[config.mk]
export PLATFORM = sky130hd
export DESIGN_NAME = dfi_tap_cell
export DESIGN_NICKNAME = d
export VERILOG_FILES = /design/src/hw/rtl/dfi_pkg.sv /design/src/hw/rtl/dfi_tap_cell.sv
export SDC_FILE = /design/constraint.sdc
export NUM_CORES = 2
export LEC_CHECK = 0
export ABC_CLOCK_PERIOD_IN_PS = 12400
export BUFFER_PORTS_ARGS = -buffer_cell sky130_fd_sc_hd__buf_2
export CORE_UTILIZATION = 40
export CTS_BUF_LIST = sky130_fd_sc_hd__clkbuf_4 sky130_fd_sc_hd__clkbuf_8
export DETAILED_ROUTE_END_ITERATION = 8
export PLACE_DENSITY = 0.53
export SKIP_LAST_GASP = 1
export SLEW_MARGIN = 40
export SYNTH_ARGS = -nofsm -noshare
export SYNTH_HDL_FRONTEND = slang
export SYNTH_SLANG_ARGS = --single-unit
[constraint.sdc]
create_clock -name clock -period 12.4 [get_ports clock]
set_input_delay 1.24 -clock clock [delete_from_list [all_inputs] [get_ports clock]]
set_output_delay 1.24 -clock clock [all_outputs]
set_load 0.02 [all_outputs]
[src/hw/rtl/dfi_pkg.sv]
`timescale 1ns / 1ps
// ----------------------------------------------------------------------------
// dfi_pkg: shared definitions for the direct-form IIR filter
// Coefficient format, register indexes, defaults and the cell control bundle.
// ----------------------------------------------------------------------------
package dfi_pkg;

   localparam int COEF_W         = 16;
   localparam int COEF_FRAC      = 13;
   localparam int NUM_TAPS       = 3;
   localparam int NUM_REGS       = 7;
   localparam int CSR_INDEX_W    = 3;
   localparam int GUARD_W        = 3;
   localparam int DEF_SAMPLE_W   = 16;
   localparam int DEF_FF_ORDER   = 3;
   localparam int DEF_FB_ORDER   = 3;

   // 1.0 in Q3.13
   localparam logic [COEF_W-1:0] COEF_ONE = COEF_W'(1 << COEF_FRAC);

   // Register indexes on the csr port
   localparam logic [CSR_INDEX_W-1:0] CSR_FF_COEF_0 = 3'd0;
   localparam logic [CSR_INDEX_W-1:0] CSR_FF_COEF_1 = 3'd1;
   localparam logic [CSR_INDEX_W-1:0] CSR_FF_COEF_2 = 3'd2;
   localparam logic [CSR_INDEX_W-1:0] CSR_FF_COEF_3 = 3'd3;
   localparam logic [CSR_INDEX_W-1:0] CSR_FB_COEF_1 = 3'd4;
   localparam logic [CSR_INDEX_W-1:0] CSR_FB_COEF_2 = 3'd5;
   localparam logic [CSR_INDEX_W-1:0] CSR_FB_COEF_3 = 3'd6;

   // Control shared by every cell of the partial-sum chain
   typedef struct packed {
      logic advance;   // a sample is retired this cycle
      logic clear;     // sample starts a new vector: drop old partial sums
   } cell_ctrl_type;

endpackage

[src/hw/rtl/dfi_tap_cell.sv]
`timescale 1ns / 1ps
// ----------------------------------------------------------------------------
// dfi_tap_cell: one tap of the partial-sum chain
// Holds the running sum b_k*x - a_k*y plus the sum of the next cell,
// and hands it to the neighbor closer to the output on every retired sample.
// ----------------------------------------------------------------------------
module dfi_tap_cell #(
   parameter int SAMPLE_W = dfi_pkg::DEF_SAMPLE_W,
   parameter bit FF_EN    = 1'b1,
   parameter bit FB_EN    = 1'b1
) (
   input  logic                                                     clock,
   input  logic                                                     reset,
   input  dfi_pkg::cell_ctrl_type                                   ctrl,
   input  logic signed [SAMPLE_W-1:0]                               x_sample,
   input  logic signed [SAMPLE_W-1:0]                               y_sample,
   input  logic signed [dfi_pkg::COEF_W-1:0]                        ff_coef,
   input  logic signed [dfi_pkg::COEF_W-1:0]                        fb_coef,
   input  logic signed [SAMPLE_W+dfi_pkg::COEF_W+dfi_pkg::GUARD_W-1:0] sum_in,
   output logic signed [SAMPLE_W+dfi_pkg::COEF_W+dfi_pkg::GUARD_W-1:0] sum_out
);
   import dfi_pkg::*;

   localparam int PROD_W = SAMPLE_W + COEF_W;
   localparam int ACC_W  = PROD_W + GUARD_W;

   logic signed [COEF_W-1:0] ff_coef_eff;
   logic signed [COEF_W-1:0] fb_coef_eff;
   logic signed [PROD_W-1:0] ff_prod;
   logic signed [PROD_W-1:0] fb_prod;
   logic signed [ACC_W-1:0]  sum_eff;
   logic signed [ACC_W-1:0]  sum_in_val;
   logic signed [ACC_W-1:0]  sum_ff;

   // Taps beyond the configured order contribute nothing
   assign ff_coef_eff = FF_EN ? ff_coef : '0;
   assign fb_coef_eff = FB_EN ? fb_coef : '0;

   assign ff_prod = ff_coef_eff * x_sample;
   assign fb_prod = fb_coef_eff * y_sample;

   // Drop the older contribution at the start of a vector
   assign sum_eff    = ctrl.clear ? '0 : sum_in;
   assign sum_in_val = sum_eff + ACC_W'(ff_prod) - ACC_W'(fb_prod);

   always_ff @(posedge clock) begin
      if (reset) begin
         sum_ff <= '0;
      end else if (ctrl.advance) begin
         sum_ff <= sum_in_val;
      end
   end

   assign sum_out = sum_ff;

endmodule

# == Word level (Yosys, flattened, before mapping) ==
# Cells that the tools add are included.
# totals
register_bits,35
in_bits,103
out_inout_bits,35
word_cells,6
# op_classes
n_addsub,2
multipliers,2
muxes,1
# ops
op,n
multiplier 16 x 16 -> 32 bit,2
adder 35 x 32 -> 35 bit,1
2-to-1 mux 35 bit,1
subtractor 35 x 32 -> 35 bit,1

# == Logic depth before layout (Yosys ltp) ==
# logic_depth
ltp_word,3
mapped_depth,29
ltp_nobuf,27

# == Least setup slack after synthesis ==
# No wires, ideal clock.
# synth_path
kind,input port to flip-flop
startpoint,input port fb_coef[15] in the netlist's numbering
endpoint,"register sum_ff[34], in the netlist sum_out[34]"
setup_time_ns,0.120
arrival_time_ns,8.069
required_ns,12.280
setup_slack_ns,4.211
path_stages,26
n_path_buf,1
cell_sequence,clkbuf_1 > nand2_1 > fa_1 > inv_1 > fa_1 > inv_1 > fa_1 > inv_1 > fa_1 > fa_1 > inv_1 > fa_1 > fa_1 > inv_1 > fa_1 > inv_1 > ha_1 > a21o_1 > a21o_1 > a22o_1 > a2bb2oi_1 > o21ai_1 > o22a_1 > a31oi_1 > o21bai_1 > a211o_1
# synth_via
elab_chain_len,2
# synth_lines
element,line_no,text
"start, declared",dfi_tap_cell.sv:18,"input logic signed [dfi_pkg::COEF_W-1:0] fb_coef,"
multiplier 16 x 16 -> 32 bit,dfi_tap_cell.sv:40,assign fb_prod = fb_coef_eff * y_sample;
subtractor 35 x 32 -> 35 bit,dfi_tap_cell.sv:44,assign sum_in_val = sum_eff + ACC_W'(ff_prod) - ACC_W'(fb_prod);
"end signal, assigned",dfi_tap_cell.sv:50,sum_ff <= sum_in_val;
"end, declared",dfi_tap_cell.sv:33,logic signed [ACC_W-1:0] sum_ff;
# Every way passes these cells.
# A chain may end at the register's enable or synchronous reset.

# == Worst setup path in the final report ==
# Ends and elaborated chain as after synthesis.

==> flow_summary_export.csv <==
group,metric,value,unit
finish,area_growth,6.281,%
timing,total_negative_setup_slacks,0,ns
synth,share_of_cell_area_taken_by_muxes_after_synthesis,0.7246,%
finish,mostFrequentLayoutCell,"sky130_fd_sc_hd__inv_1",
hold_path,min-delay-start,"sum_out[30]",
synth,yosys.area_share.xor_xnor,1.305,%
routing,routed_wirelength,60290,um
worst_setup_path,end_kind,"flop",
clock_network,post_cts_resize_count,0,
worst_setup_path,reg2reg_from,"sum_out[34]",
timing,slew_violations,0,
timing,fin_skew,0,ns
timing,hold_viol,0,
finish,finish.cell_count_without_fillers,3348,
floorplanning,die_area,0.05968,mm^2
synth,syn_nets,3431,
routing,average_wire_per_cell_in_the_routed_design,18.01,um
hold_path,hold_path_class,"reg -> reg",
routing,firstDrtPassIters,5,
worst_setup_path,critical_path_arrival,8.82,ns
timing,final.period_utilization,69.71,%
synth,top_cells_by_area_in_the_synthesized_netlist,"sky130_fd_sc_hd__fa_1 (55%), sky130_fd_sc_hd__inv_1 (12%), sky130_fd_sc_hd__ha_1 (8.7%)",
finish,post-route-util,43.18,%
global_route,antenna_found_initial,2,
floorplanning,coreArea,0.05781,mm^2
routing,drc,0,
place,hpwl,54880,um
synth,yosys_warnings,0,
place,dpl.cell_count,3339,
routing,vias,15970,
synth,async_flop_share,0,%
timing,fmax,0.1157,GHz
worst_setup_path,worst-r2r-cell-count,3,
outcome,outcome,"complete, no violations",
routing,final_antenna_net_count,0,
synth,synth_enable_flop_cells,0,
synth,synthDominantCellAreaShare,55.41,%
place,globalplace.congestion,0.9018,
synth,synth_top_family_by_area,"adder cells",
global_route,gr-usage-all-layers,21.49,%
clock_network,cts-hold-fix-buffers,0,
floorplanning,ios,138,
clock_network,cts_buffers,5,
finish,multi_input_area,0.01957,mm^2
clock_network,cts_setup_buffers,0,
global_route,grt_first_pass_wirelength,99050,um
synth,ys_seq_elements,35,
worst_setup_path,critPathMaxFanout,16,
floorplanning,initial_utilization,40.63,%
clock_network,cts_max_level,2,
synth,distinct_cell_type_count_after_synthesis,54,
timing,rsz0062_at_grt,"no",
synth,synth_seq_area_share,2.984,%
finish,area_occupied_by_registers,700.7,um^2
clock_network,clock_latency,0.29,ns
floorplanning,fp-row-count,88,
worst_setup_path,rr_endpoint,"sum_out[34]",
clock_network,cts_tree,"done",
timing,period_minus_slack,8.644,ns
worst_setup_path,critical_path_required,12.58,ns
synth,synthesis.area_per_instance,9.341,um^2
timing,worst_margin_pin_slew,0.8625,ns
place,port-buffer-count,137,
finish,largest_reg_flops,35,
routing,drt-initial-drc-count,661,
finish,layout_cell_share_with_drive_strength_beyond_1,6.081,%
floorplanning,die_w,244.3,um
global_route,grt.overflow.total,0,
worst_setup_path,critical_path_class,"in -> reg",
clock_network,clock-sinks,35,
synth,synth-simple-area-share,13.77,%
worst_setup_path,internal_reg_to_reg_setup_slack,11.55,ns
synth,cell_area_after_technology_mapping,0.02348,mm^2
global_route,number_of_global_route_vias_before_repair,18000,
floorplanning,die_h,244.3,um
clock_network,clk_pin_slew_worst_paths,0.07,ns
timing,setup_viol,0,
job,maxCapViolations,0,
synth,synthDominantAreaCellType,"sky130_fd_sc_hd__fa_1",
routing,drt-vias-per-instance,4.769,
finish,nNetsFinal,3498,
global_route,grt_start_max_net_pins,45,
worst_setup_path,worst_setup_path_start_kind,"primary input",
hold_path,hold_path_depth,2,
synth,synth_compound_area_share,3.389,%
clock_network,ctsLongestPathBuffers,2,
synth,synth_adder_area_share,64.15,%
synth,synthesis.instances,2514,
finish,fillerInstances,5855,
hold_path,holdPathEnd,"sum_out[30]",
finish,most-common-layout-cells,"sky130_fd_sc_hd__inv_1 (777), sky130_fd_sc_hd__fa_1 (649), sky130_fd_sc_hd__nand2_1 (268), sky130_fd_sc_hd__and2_1 (237), sky130_fd_sc_hd__ha_1 (164)",
clock_network,root_buffer,"sky130_fd_sc_hd__clkbuf_8",
timing,max_slew_margin,42.09,%
synth,synthFlopType,"sky130_fd_sc_hd__dfxtp_1",
metal layers:
metal,part of all wire [%],GRT usage [%],vias up
met5,0.030,0,-
met3,3.3,1.800,57
met1,43,28.78,8421
li1,-,-,7208
met2,51,37.94,275
met4,2.3,4.430,4
synth_stat cells (all sizes together), types with 6 or more instances:
| cell | number |
|---|---|
| a211oi | 8 |
| and2 | 237 |
| ha | 164 |
| nand2 | 268 |
| nor2 | 59 |
| a21oi | 27 |
| nor2b | 53 |
| o21ai | 19 |
| dfxtp | 35 |
| clkbuf | 76 |
| fa | 650 |
| o22ai | 6 |
| xnor2 | 28 |
| xor2 | 7 |
| a21o | 16 |
| inv | 777 |
| mux2i | 17 |
layout make-up:
cell class / instances / share of cell area, %
multi-input combinational: 1623 / 78.42
inverter: 778 / 11.70
tap: 765 / 3.835
sequential: 35 / 2.807
timing repair buffer: 138 / 2.777
clock buffer: 5 / 0.2757
clock inverter: 3 / 0.1755
antenna: 1 / 0.01003
kinds of logic (layout without fill, tap and decap cells):
family | after synthesis | in the layout
AO/OA/AOI/OAI | 111 | 111
buffers and inverters | 856 | 924
adder cells (fa/ha/maj) | 814 | 814
multiplexers | 17 | 17
other | 0 | 1
AND/OR/NAND/NOR | 646 | 646
XOR/XNOR | 35 | 35
flip-flops | 35 | 35
through the flow:
stage               hold slack [ns]  cell area, um^2  setup slack, ns
floorplan                    0.5407            23480            4.211
global placement             0.4640            24840            3.526
CTS                          0.4930            24960            3.727
detailed placement           0.4783            24840            3.414
global route                 0.5066            24960            3.326
finish                       0.4899            24960            3.756
critical path, stage by stage:
cell,delay (ns)
sky130_fd_sc_hd__buf_2,0.30
sky130_fd_sc_hd__nand2_1,0.16
sky130_fd_sc_hd__fa_2,0.58
sky130_fd_sc_hd__inv_1,0.14
sky130_fd_sc_hd__fa_1,0.69
sky130_fd_sc_hd__inv_1,0.35
sky130_fd_sc_hd__fa_1,0.59
sky130_fd_sc_hd__inv_1,0.06
sky130_fd_sc_hd__fa_1,0.50
sky130_fd_sc_hd__fa_1,0.52
sky130_fd_sc_hd__inv_1,0.05
sky130_fd_sc_hd__fa_1,0.49
sky130_fd_sc_hd__fa_1,0.50
sky130_fd_sc_hd__inv_1,0.05
sky130_fd_sc_hd__fa_1,0.47
sky130_fd_sc_hd__inv_1,0.04
sky130_fd_sc_hd__ha_1,0.36
sky130_fd_sc_hd__a21o_1,0.21
sky130_fd_sc_hd__a21o_1,0.19
sky130_fd_sc_hd__a22o_1,0.19
sky130_fd_sc_hd__a2bb2oi_1,0.14
sky130_fd_sc_hd__o21ai_1,0.09
sky130_fd_sc_hd__o22a_1,0.24
sky130_fd_sc_hd__a31oi_1,0.30
sky130_fd_sc_hd__o21bai_1,0.10
sky130_fd_sc_hd__a211o_1,0.25
worst max path at each step:
| stage | startpoint | endpoint |
|---|---|---|
| 4_1_cts | fb_coef[15] | sum_out[34] |
| 2_1_floorplan | fb_coef[15] | sum_out[34] |
| 5_1_grt | fb_coef[15] | sum_out[34] |
| 6_report | fb_coef[15] | sum_out[34] |
| 3_3_place_gp | fb_coef[15] | sum_out[34] |
| 3_5_place_dp | fb_coef[15] | sum_out[34] |
Power is not shown: default switching activity piles up to over one toggle a cycle in this logic, so the estimate is an artifact.
