### config.mk
export PLATFORM = sky130hd
export DESIGN_NAME = dfi_rsp_buf
export DESIGN_NICKNAME = d
export VERILOG_FILES = /design/src/hw/rtl/dfi_pkg.sv /design/src/hw/rtl/dfi_rsp_buf.sv
export SDC_FILE = /design/constraint.sdc
export NUM_CORES = 1
export LEC_CHECK = 0
export BUFFER_PORTS_ARGS = -buffer_cell sky130_fd_sc_hd__buf_2
export CAP_MARGIN = 20
export CORE_MARGIN = 2
export CORE_UTILIZATION = 54
export DETAILED_ROUTE_END_ITERATION = 12
export PLACE_DENSITY = 0.83
export SETUP_SLACK_MARGIN = 0.15
export SYNTH_ARGS = -nofsm -noshare
export SYNTH_HDL_FRONTEND = slang
export SYNTH_SLANG_ARGS = --single-unit
### constraint.sdc
create_clock -name clock -period 3.84 [get_ports clock]
set_clock_uncertainty 0.05 [all_clocks]
set_input_delay 0.384 -clock clock [delete_from_list [all_inputs] [get_ports clock]]
set_output_delay 0.384 -clock clock [all_outputs]
set_load 0.005 [all_outputs]
### src/hw/rtl/dfi_pkg.sv
`timescale 1ns / 1ps
// ----------------------------------------------------------------------------
// dfi_pkg: shared definitions for the direct-form IIR filter
// Coefficient format, register indexes, defaults and the cell control bundle.
// ----------------------------------------------------------------------------
package dfi_pkg;

   localparam int COEF_W         = 16;
   localparam int COEF_FRAC      = 13;
   localparam int NUM_TAPS       = 3;
   localparam int NUM_REGS       = 7;
   localparam int CSR_INDEX_W    = 3;
   localparam int GUARD_W        = 3;
   localparam int DEF_SAMPLE_W   = 16;
   localparam int DEF_FF_ORDER   = 3;
   localparam int DEF_FB_ORDER   = 3;

   // 1.0 in Q3.13
   localparam logic [COEF_W-1:0] COEF_ONE = COEF_W'(1 << COEF_FRAC);

   // Register indexes on the csr port
   localparam logic [CSR_INDEX_W-1:0] CSR_FF_COEF_0 = 3'd0;
   localparam logic [CSR_INDEX_W-1:0] CSR_FF_COEF_1 = 3'd1;
   localparam logic [CSR_INDEX_W-1:0] CSR_FF_COEF_2 = 3'd2;
   localparam logic [CSR_INDEX_W-1:0] CSR_FF_COEF_3 = 3'd3;
   localparam logic [CSR_INDEX_W-1:0] CSR_FB_COEF_1 = 3'd4;
   localparam logic [CSR_INDEX_W-1:0] CSR_FB_COEF_2 = 3'd5;
   localparam logic [CSR_INDEX_W-1:0] CSR_FB_COEF_3 = 3'd6;

   // Control shared by every cell of the partial-sum chain
   typedef struct packed {
      logic advance;   // a sample is retired this cycle
      logic clear;     // sample starts a new vector: drop old partial sums
   } cell_ctrl_type;

endpackage

### src/hw/rtl/dfi_rsp_buf.sv
`timescale 1ns / 1ps
// ----------------------------------------------------------------------------
// dfi_rsp_buf: two-entry result buffer
// Decouples the filter from the result receiver so one stalled result
// does not hold up the next sample.
// ----------------------------------------------------------------------------
module dfi_rsp_buf #(
   parameter int DATA_W = dfi_pkg::DEF_SAMPLE_W + 1
) (
   input  logic              clock,
   input  logic              reset,
   input  logic              push,
   input  logic [DATA_W-1:0] push_data,
   output logic              full,
   output logic              pop_valid,
   input  logic              pop_ready,
   output logic [DATA_W-1:0] pop_data
);
   import dfi_pkg::*;

   localparam int DEPTH = 2;

   logic [DATA_W-1:0] slot_ff [DEPTH];
   logic              wr_ptr_ff;
   logic              rd_ptr_ff;
   logic [1:0]        count_ff;
   logic [1:0]        count_in;
   logic              pop;

   assign pop       = pop_valid && pop_ready;
   assign pop_valid = (count_ff != 2'd0);
   assign full      = (count_ff == 2'(DEPTH));
   assign pop_data  = slot_ff[rd_ptr_ff];
   assign count_in  = count_ff + 2'(push) - 2'(pop);

   always_ff @(posedge clock) begin
      if (push) begin
         slot_ff[wr_ptr_ff] <= push_data;
      end
   end

   always_ff @(posedge clock) begin
      if (reset) begin
         wr_ptr_ff <= 1'b0;
         rd_ptr_ff <= 1'b0;
         count_ff  <= 2'd0;
      end else begin
         if (push) begin
            wr_ptr_ff <= ~wr_ptr_ff;
         end
         if (pop) begin
            rd_ptr_ff <= ~rd_ptr_ff;
         end
         count_ff <= count_in;
      end
   end

endmodule

==> Yosys cells after proc, flatten, opt, wreduce, memory -nomap -nowiden <==
Memory sizes are Yosys's and may differ from the RTL's. A register that Yosys moved wholly into a read port is not among the register bits.
Index checks and enable logic that the tools add are counted.
{ "totals": {"reg_bits": 4, "latch_bits": 0, "mem_bits_rw": 34, "mem_bits_ro": 0, "inputBits": 21, "output_inout_bits": 19, "word_cells": 15, "mem_count": 1} }
{ "op_classes": {"addsub": 2, "n_mul": 0, "div": 0, "n_lt_le_gt_ge": 0, "eq_ne": 1, "shifts": 0, "mux": 4, "bitwise_logic": 2, "reduce_logical": 2} }
{ "memory_table": {"columns": ["name", "depth", "width", "rd", "rd_ports_with_merged_regs", "wr", "line", "text"], "rows": [
  ["slot_ff", 2, 17, 1, 1, 1, "dfi_rsp_buf.sv:23", "logic [DATA_W-1:0] slot_ff [DEPTH];"]
]} }
{ "ops": {"columns": ["op", "count"], "rows": [
  ["1-bit two-way mux", 4],
  ["2-bit by 1-bit adder with 2-bit output", 1],
  ["2-bit == test (second input constant)", 1],
  ["1-bit inverter", 2],
  ["2-bit nonzero test", 1],
  ["2-bit by 1-bit subtractor with 2-bit output", 1],
  ["1-bit logical AND", 1]
]} }

==> Longest topological paths before layout <==
Gate-level depths: netlist of run 1.
{ "logic_depth": {"depth_word": 4, "ltp_mapped": 6, "depth_no_buf": 6} }

==> Least setup slack after synthesis of run 1 <==
No wires, ideal clock.
{ "synth_timing": {"path_type": "in2reg", "from": "input port push", "to": "memory slot_ff[0][0] (netlist name), enable pin", "setup_time_ns": 0.392, "t_arrival_ns": 1.191, "required_ns": 3.398, "path_slack_ns": 2.207, "stages": 1, "n_path_buf": 0, "cell_sequence": "nor2b_1"} }
{ "synth_between": {"elab_chain_cells": 2} }
{ "synth_lines": {"columns": ["item", "line", "text"], "rows": [
  ["from (decl)", "dfi_rsp_buf.sv:12", "input logic push,"],
  ["1-bit two-way mux", "dfi_rsp_buf.sv:37", "if (push) begin"],
  ["1-bit two-way mux (implied by the code)", "dfi_rsp_buf.sv:38", "slot_ff[wr_ptr_ff] <= push_data;"],
  ["to (decl)", "dfi_rsp_buf.sv:23", null]
]} }
Every way passes these cells.

==> impl_results.md, run 1 <==
* Status: finished, final reports clean
* Critical Path AT at ~1.7 ns
* Detailed placement HPWL at 1601 µm
* Largest net degree at the start of global routing at 18
* DR vias at roughly 760
* CTS Hold Bufs at 0
* PD cells at 550.6 mW/mm²
* Slew @ Worst Pin at ~0.92 ns
* Setup violators final at 0
* Port Buffers at 39
* Die Wd at 56.31 µm
* Worst Setup EP: pop_data[7]
* CP max stage cell: dfxtp_1
* Wire per inst at 15.77 µm
* Post-CTS sizing at 0
* Starting Density at about three fifths
* R2R depth at 1
* Clock power share at between 20 and 25%
* GRT Util Overall at approximately 17%
* CTS buffer count at 5
* Clock root buffer master: clkbuf_4
* Final cell count without fillers at between 150 and 200
* Max VDD drop at around 0.4 mV
* Clock slew at reported path FFs at about 0.11 ns
* Final core utilization at 68.73%
* Worst-Skew Late Latency at 0.33 ns
* Area growth, synth to finish at 18.37%
* Pins over their slew limit at 0
* Critical Path Sink Type: output port
* Num Clock Sinks at 39
* Fin crit period at roughly 2.1 ns
* Nets@finish at around 140
* Setup total negative slack at 0 ns
* Vias in the first global route at around 830
* Fmax at 0.4737 GHz
* Post-CTS Setup Inserts at 0
* Synth top area share at 69.09%
* Critical path class: reg -> out
* Synthesized net count at 99
* Hold Path Class: in -> reg
* Synth Flop Type: edfxtp_1
* Worst stage delay on the critical path at approximately 0.8 ns
* Die height at between 50 and 60 µm
* # DRC at 0
* Gr ovfl total at 0
* FF-to-FF End: slot_ff[0][0]
* Final GP Congestion at 0.6127
* # placed instances at between 100 and 150
* Flop pwr share at 56.2%
* Post-synth top area cell: edfxtp_1
* Post-synthesis sequential area ratio at about three quarters
* Ys async rst share at 0%
* R2R Setup Slk at roughly 2.3 ns
* Internal at 727.9 µW
* Maximum clock path buffer count at 2
* Power, Total at roughly 960 µW
* Via density per instance at slightly above 5
* DR pass1 iterations at 4
* Layout cells sized above 1 at a little over half
* Post-synth EDFFs at 34
* Total Die Area at between 0.003 and 0.004 mm²
* Most frequent cells after synthesis: edfxtp_1, mux2_2, dfxtp_1, nor2b_1, nor2_1
* Most frequent cell after synthesis: edfxtp_1
* Final wirelength at about 2400 µm
* Number of diodes at 0
* Flop and latch count out of synthesis at 39
* Core ar. at between 0.002 and 0.003 mm²
* Synth area leaders: edfxtp_1, mux2_2, dfxtp_1, ha_1, nor2b_1
* RSZ-0062 raised after global routing: no
* Post-DRT Antenna Nets at 0
* Global-route wire length before repair at just under 4000 µm
* Fillers at between 150 and 200
* Initial antenna violation count at 0
* Maxcap violations at 0
* CP Cell Sequence: mux2_2 > buf_2
* Row count at 18
* I/O pin count at 40
* Final hold viol count at 0
* Worst r2r src: wr_ptr_ff
* Leakage at 0.6860 nW
* Slew HR at about two fifths
* Total number of H-tree levels at 2
* Max FO, Critical Path at 17
* Post-synthesis cell count at 76
* Period utilization at 54.97%
* Library cells used by synthesis at 13
* Initial drt markers at 13
* Yosys warns at 0
* Sw Share at 24.42%
* CTS tree: built
* Net switching power at around 240 µW
* CP required at between 3 and 4 ns
* Synth Cell Area at about 0.0015 mm²
* Syn Area/Cell at around 20 µm²
* Combinational cell fraction of total power at roughly 22%
* CP startpoint kind: flip-flop
power by group through the flow:
stage	registers, mW	clock network (mW)	logic [mW]
after floorplan	0.527	0	0.167
after global placement	0.548	0	0.207
after detailed placement	0.551	0	0.217
after CTS	0.542	0.213	0.219
after global routing	0.549	0.237	0.241
final	0.541	0.207	0.214
through the flow:
step | hold slack, ns | instance area (µm²) | setup WS, ns
detailed placement | 0.5068 | 1690 | 2.065
floorplan | 0.4056 | 1478 | 2.207
finish | 0.1921 | 1749 | 1.729
global placement | 0.4846 | 1690 | 2.074
CTS | 0.1754 | 1749 | 1.683
global route | 0.1520 | 1749 | 1.574
how the worst min path moves through the flow:
| stage | startpoint | slack, ns | to | depth (start not counted) |
|---|---|---|---|---|
| after floorplan | reset | 0.41 | count_ff[0] | 1 |
| after global placement | wr_ptr_ff | 0.48 | wr_ptr_ff | 2 |
| after detailed placement | wr_ptr_ff | 0.51 | wr_ptr_ff | 2 |
| after CTS | push_data[16] | 0.18 | slot_ff[1][16] | 1 |
| after global routing | push_data[1] | 0.15 | slot_ff[0][1] | 1 |
| final | push_data[9] | 0.19 | slot_ff[1][9] | 1 |
critical path, delay by kind of cell, from the launching register on:
kind	cells	cell delay [ns]
buffers and inverters	1	0.13
DFF	1	0.80
muxes	1	0.42
flip-flops by register name, summed over array words and instances, names as in the netlist, named ones only:
signal / flops
count_ff: 2
rd_ptr_ff: 1
slot_ff: 34
wr_ptr_ff: 1
kinds of logic after synthesis:
group                    after synthesis  share of synthesized area (%)
adder cells (fa/ha/maj)                2                          1.693
flip-flops                            39                          75.87
AND/OR/NAND/NOR                        9                          3.303
multiplexers                          19                          14.48
XOR/XNOR                               2                          2.117
AO/OA/AOI/OAI                          1                         0.5082
buffers and inverters                  4                          2.032
cell usage in the layout (no fill, tap or decap):
cell type,instances
and2_1,1
buf_2,39
clkbuf_1,1
clkbuf_4,5
clkbuf_8,1
clkinv_1,1
dfxtp_1,5
edfxtp_1,34
ha_1,2
inv_1,2
mux2_2,19
nor2_1,3
nor2b_1,3
nor2b_2,1
o21a_1,1
or2_2,1
xnor2_1,1
xnor3_1,1
layer usage:
| metal | GRT usage [%] | part of all wire, % | vias to the layer above | wire length, µm |
|---|---|---|---|---|
| met2 | 27.56 | 51 | 26 | 1220 |
| met4 | 8.844 | 1.7 | 0 | 40 |
| li1 | - | - | 372 | - |
| met3 | 7.834 | 5.9 | 4 | 141 |
| met1 | 19.30 | 41 | 357 | 980 |
| met5 | 0 | 0 | - | 0 |
final cells by class:
cell class / count / area (µm²) / area share, %
clock buffer: 7 / 55.05 / 3.147
tap: 30 / 37.54 / 2.146
clock inverter: 1 / 3.754 / 0.2146
inverter: 2 / 7.507 / 0.4292
timing repair buffer: 39 / 195.2 / 11.16
multi-input combinational: 33 / 329.1 / 18.81
sequential: 39 / 1121 / 64.09
Power figures use the tool's default switching activity.
==> run 2, diff against run 1 <==
Settings changed: ABC_AREA set to 1, CORE_UTILIZATION 54 to 46, PLACE_DENSITY 0.83 to 0.75.
Clock period 3.84 ns to 1.9 ns, I/O delays scaled along.
==> impl_results.md, run 2 <==
* Critical path class: reg -> out
* Max FO, Critical Path at 9 (-8)
* Synthesized net count at 112 (+13%)
* WP buf/inv at 2 (+1)
* CP required at 1.66 ns (-1.75 ns)
* Status: finished, final reports clean
* Final core utilization at 64.56% (-4.2 points)
* Most frequent cell after synthesis: edfxtp_1
* Placement-stage worst setup slack at 0.4138 ns (-1.652 ns)
* Final cell count without fillers at 200 (+32%)
* Slew @ Worst Pin at 0.2401 ns (-0.6757 ns)
* Most frequent cells in the layout: buf_2, edfxtp_1, dlygate4sd3_1, nor2_1, mux2_4
* Met2 usage at 25.56% (-2.0 points)
* Total number of H-tree levels at 2 (unchanged)
* # DRC at 0 (unchanged)
* Global-route wire length before repair at 3829 µm (-1.8%)
* Met3 Usage GRT at 6.092% (-1.7 points)
* Post-CTS Setup Inserts at 0 (unchanged)
* Worst setup margin at 0.3172 ns (-1.412 ns)
* Ys async rst share at 0% (unchanged)
* Post-synth EDFFs at 34 (unchanged)
* Library cells used by synthesis at 13 (unchanged)
* CTS buffer count at 5 (unchanged)
* Syn Area/Cell at 17.08 µm² (-12%)
* Fin crit period at between 1.5 and 2 ns
* Post-CTS sizing at 0 (unchanged)
* Final wirelength at 2519 µm (+5.8%)
* Period utilization at 83.31%
* Gr ovfl total at 0 (unchanged)
* Setup total negative slack at 0 ns (unchanged)
* Num Clock Sinks at 39 (unchanged)
* Post-synth top area cell: edfxtp_1
* Register area at 0.001121 mm² (unchanged)
* Synth Flop Type: edfxtp_1
* CTS Hold Bufs at 18 (+18)
* Yosys warns at 0 (unchanged)
* DR pass1 iterations at 4 (unchanged)
* Final GP Congestion at 0.7486 (+22%)
* Max VDD drop at 0.6568 mV (+66%)
* Largest net degree at the start of global routing at 19 (+1)
* Total Die Area at 0.003780 mm² (+19%)
* CP Cell Sequence: buf_4 > mux2_2 > buf_2
* Post-DRT Antenna Nets at 0 (unchanged)
* Leakage at 0.8402 nW (+22%)
* Final hold viol count at 0 (unchanged)
* Initial drt markers at 5 (-8)
* Most frequent cells after synthesis: edfxtp_1, mux2_4, nor2_1, inv_1, mux2_2
* Fillers at 254 (+37%)
* Synth top area share at 67.16% (-1.9 points)
* Initial antenna violation count at 0 (unchanged)
* Layout cells sized above 1 at 42.95% (-12 points)
* Vias in the first global route at 957 (+16%)
* Core ar. at 0.003103 mm² (+22%)
* Via density per instance at 4.645 (-7.6%)
* Die height at 61.49 µm (+9.2%)
* Detailed placement HPWL at 1703 µm (+6.3%)
* Number of diodes at 0 (unchanged)
* CP top delay family: multiplexers
* Biggest regs: slot_ff: 34 flops, count_ff: 2 flops
* Nets@finish at 178 (+24%)
* Worst-Skew Late Latency at 0.34 ns (about the same)
* Worst stage delay on the critical path at 0.35 ns (-0.45 ns)
* Setup violators final at 0 (unchanged)
* Power, Total at 1.973 mW (+100%)
* Fmax at between 0.6 and 0.7 GHz
* Wire per inst at 12.60 µm (-20%)
* Largest reg by FF count: slot_ff
* Port Buffers at 39 (unchanged)
* Flop and latch count out of synthesis at 39 (unchanged)
* Maxcap violations at 0 (unchanged)
* Synth area leaders: edfxtp_1, mux2_4, dfxtp_1, mux2_2, nor2_1
* PD cells at 985.1 mW/mm² (+79%)
* # placed instances at 174 (+22%)
* Maximum clock path buffer count at 2 (unchanged)
* Clock root buffer master: clkbuf_4
* Critical Path Sink Type: output port
* Post-synthesis sequential area ratio at 73.74% (-2.1 points)
* Max FFs per register at 34 (unchanged)
* Post-synthesis cell count at 89 (+17%)
* Clock slew at reported path FFs at 0.11 ns (about the same)
* Row count at 20 (+2)
* Most common cell after layout, fill and taps aside: buf_2
* RSZ-0062 raised after global routing: no
* Die Wd at 61.49 µm (+9.2%)
* Grt met1 use at 14.59% (-4.7 points)
* CTS tree: built
* Hold Path Class: in -> reg
* DR vias at 929 (+22%)
* Slew HR at 83.99% (+45 points)
* GRT Util Overall at 14.91% (-2.3 points)
* Busiest layer in global routing: met2
* Critical Path AT at 1.34 ns (-0.34 ns)
* Area growth, synth to finish at 31.77%
* CP startpoint kind: flip-flop
* Multi-input gate area at 334.1 µm² (+1.5%)
* Starting Density at 48.99% (-9.1 points)
* CP max stage cell: mux2_2
* Pins over their slew limit at 0 (unchanged)
* I/O pin count at 40 (unchanged)
* Synth Cell Area at 0.001520 mm² (+2.9%)
[run 2: layout make-up]
class | count | share of cell area [%]
Clock inverter | 2 | 0.6246
Timing Repair Buffer | 61 | 20.24
Multi-Input combinational cell | 39 | 16.68
Sequential cell | 39 | 55.97
Inverter | 9 | 1.686
Tap cell | 44 | 2.748
Clock buffer | 6 | 2.061
[run 2: metal layers]
layer / share of wire, % / vias to the layer above / routed length, µm
li1: - / 446 / -
met1: 37 / 445 / 941
met2: 55 / 32 / 1382
met3: 5.4 / 6 / 135
met4: 2.4 / 0 / 60
met5: 0 / - / 0
[run 2: where the power goes]
| part | leakage, nW | internal [mW] | switching [mW] |
|---|---|---|---|
| clock network | 0.0282 | 0.143 | 0.251 |
| logic | 0.451 | 0.290 | 0.248 |
| registers | 0.361 | 1.01 | 0.0328 |
| total | 0.840 | 1.44 | 0.532 |
[run 2: cell families (layout without fill, tap and decap cells)]
family	Yosys count	after routing	share of synthesized area, %
flip-flops	39	39	73.75
AO/OA/AOI/OAI	1	1	0.3289
buffers and inverters	11	78	4.280
adder cells (fa/ha/maj)	2	2	1.646
AND/OR/NAND/NOR	19	19	4.938
multiplexers	17	17	15.06
[run 2: through the flow]
step           hold WS, ns  area (µm²)
2_1_floorplan       0.2112        1520
3_3_place_gp        0.3289        1769
3_5_place_dp        0.3314        1769
4_1_cts            0.08716        2003
5_1_grt            0.09119        2003
6_report            0.1137        2003
[run 2: worst paths after layout]
path / startpoint / endpoint / slack, ns / cells past startpoint
hold reg to reg: wr_ptr_ff / wr_ptr_ff / 0.48 / 2
setup / recovery: flip-flop / pop_data[2] / 0.32 / 3
hold / removal: push / wr_ptr_ff / 0.11 / 3
setup reg to reg: count_ff[0] / count_ff[1] / 0.37 / 10
[run 2: worst register-to-register path, delay by kind of cell (launching register included)]
kind / cells / cell delay (ns)
adder cells (fa/ha/maj): 2 / 0.42
buffers and inverters: 2 / 0.11
flip-flops: 1 / 0.38
AND/OR/NAND/NOR: 6 / 0.47
==> run 3, diff against run 2 <==
Clock period 1.9 ns to 1.3 ns, I/O delays scaled along.
==> impl_results.md, run 3 (same netlist as run 2, synthesis figures left out) <==
* Final hold viol count at 0 (unchanged)
* Via density per instance at 4.577 (-1.5%)
* # DRC at 0 (unchanged)
* Placed cell areas at 0.001800 mm² (+1.8%)
* Post-DRT Antenna Nets at 0 (unchanged)
* Setup violators final at 22 (+22)
* Slew HR at 89.57% (+5.6 points)
* Clock slew at reported path FFs at 0.11 ns (about the same)
* Global-route wire length before repair at 4416 µm (+15%)
* Port Buffers at 39 (unchanged)
* Multi-input gate area at 419.2 µm² (+25%)
* Core ar. at 0.003103 mm² (unchanged)
* Largest reg by FF count: slot_ff
* Detailed placement HPWL at 1691 µm (-0.70%)
* GRT Util Overall at 17.41% (+2.5 points)
* Final GP Congestion at 0.7267 (-2.9%)
* CTS buffer count at 5 (unchanged)
* Initial antenna violation count at 0 (unchanged)
* Row count at 20 (unchanged)
* Final core utilization at 77.78% (+13 points)
* Critical Path Sink Type: flip-flop
* Max FFs per register at 34 (unchanged)
* Most common cell after layout, fill and taps aside: edfxtp_1
* Period utilization at 113.6%
* Wire per inst at 14.26 µm (+13%)
* Leakage at 1.009 nW (+20%)
* Register area at 0.001127 mm² (+0.56%)
* CP startpoint kind: flip-flop
* Max VDD drop at 1.173 mV (+79%)
* Pins over their slew limit at 0 (unchanged)
* Most frequent cells in the layout: edfxtp_1, buf_6, buf_2, dlygate4sd3_1, mux2_4
* Critical Path AT at 1.67 ns (+0.33 ns)
* Die height at 61.49 µm (unchanged)
* Status: complete, but fails checks
* Maximum clock path buffer count at 2 (unchanged)
* Slew @ Worst Pin at 0.1553 ns (-0.08479 ns)
* Maxcap violations at 0 (unchanged)
* Number of diodes at 0 (unchanged)
* DR vias at 984 (+5.9%)
* Total number of H-tree levels at 2 (unchanged)
* RSZ-0062 raised after global routing: yes
* PD cells at 1614 mW/mm² (+64%)
* CP required at 1.49 ns (-0.17 ns)
* Nets@finish at 193 (+8.4%)
* Fillers at 190 (-25%)
* Max FO, Critical Path at 3 (-6)
* Hold Path Class: in -> reg
* Largest net degree at the start of global routing at 15 (-4)
* Biggest regs: slot_ff: 34 flops, count_ff: 2 flops
* Post-route cell area at 0.002414 mm² (+20%)
* Fin crit period at 1.477 ns
* Worst-Skew Late Latency at 0.33 ns (about the same)
* Vias in the first global route at 980 (+2.4%)
* Initial drt markers at 33 (+28)
* Fmax at 0.6769 GHz
* Clock root buffer master: clkbuf_4
* Final wirelength at 3066 µm (+22%)
* Critical path class: reg -> reg
* Starting Density at 48.99% (unchanged)
* I/O pin count at 40 (unchanged)
* Gr ovfl total at 0 (unchanged)
* Worst setup margin at -0.1774 ns (-0.4946 ns)
* Die Wd at 61.49 µm (unchanged)
* Layout cells sized above 1 at 60.23% (+17 points)
* Hold WS at 0.06328 ns (-0.05046 ns)
* Num Clock Sinks at 39 (unchanged)
* Total Die Area at 0.003780 mm² (unchanged)
* Placement-stage worst setup slack at -0.1414 ns (-0.5551 ns)
* DR pass1 iterations at 4 (unchanged)
* Failing checks: setup timing
* CTS tree: built
* Area growth, synth to finish at 58.77%
-- run 3: through the flow --
| step | setup TNS [ns] | total power [mW] | instances |
|---|---|---|---|
| finish | -3.319 | 3.895 | 215 |
| global route | -4.754 | 4.090 | 215 |
| CTS | -3.371 | 3.700 | 211 |
| detailed placement | -0.1899 | 2.324 | 176 |
| global placement | -0.02574 | 2.275 | 176 |
| floorplan | -0.01376 | 2.074 | 89 |
-- run 3: per-layer routing --
metal	vias to the layer above	GRT usage, %	part of all wire [%]
met5	-	0	0
met1	463	18.55	37
met4	0	9.119	2.8
met3	9	6.513	4.8
li1	480	-	-
met2	32	29.92	55
-- run 3: area by class of cell --
cell class | instances | area share [%]
flip-flops and latches | 39 | 46.71
clock buffers | 6 | 2.125
well taps | 44 | 2.281
inverters | 9 | 1.659
repair buffers | 76 | 28.41
multi-input cells | 39 | 17.37
clock inverters | 2 | 1.452
-- run 3: worst max-delay path: stages, from the launching register on --
cell and delay (ns):
dfxtp_2 0.36, nor2_4 0.11, nor2_2 0.06, buf_4 0.13
buf_6 0.11, buf_6 0.11, buf_6 0.10, buf_6 0.10
buf_6 0.11, nor2_4 0.10, nor2_1 0.04
-- run 3: power by group --
group | internal [mW] | switching (mW)
clock | 0.454 | 0.369
sequential | 1.49 | 0.0820
combinational | 0.930 | 0.573
-- run 3: path summary, 6_finish.rpt --
| path | slack [ns] | endpoint | depth (start not counted) | from |
|---|---|---|---|---|
| max | -0.18 | rd_ptr_ff | 10 | count_ff[0] |
| max reg2reg | -0.18 | rd_ptr_ff | 10 | count_ff[0] |
| min | 0.06 | wr_ptr_ff | 3 | push |
| min reg2reg | 0.47 | flip-flop | 2 | rd_ptr_ff |
-- run 3: timing repair --
item                                    in CTS  in global routing
hold buffers                                18                  0
buffers inserted                             8                  4
hold endpoints to repair                    36                  0
resized for setup                           46                 12
endpoints found under the setup margin      38                 36
pin swaps                                    6                 12
gates cloned                                 1                  0
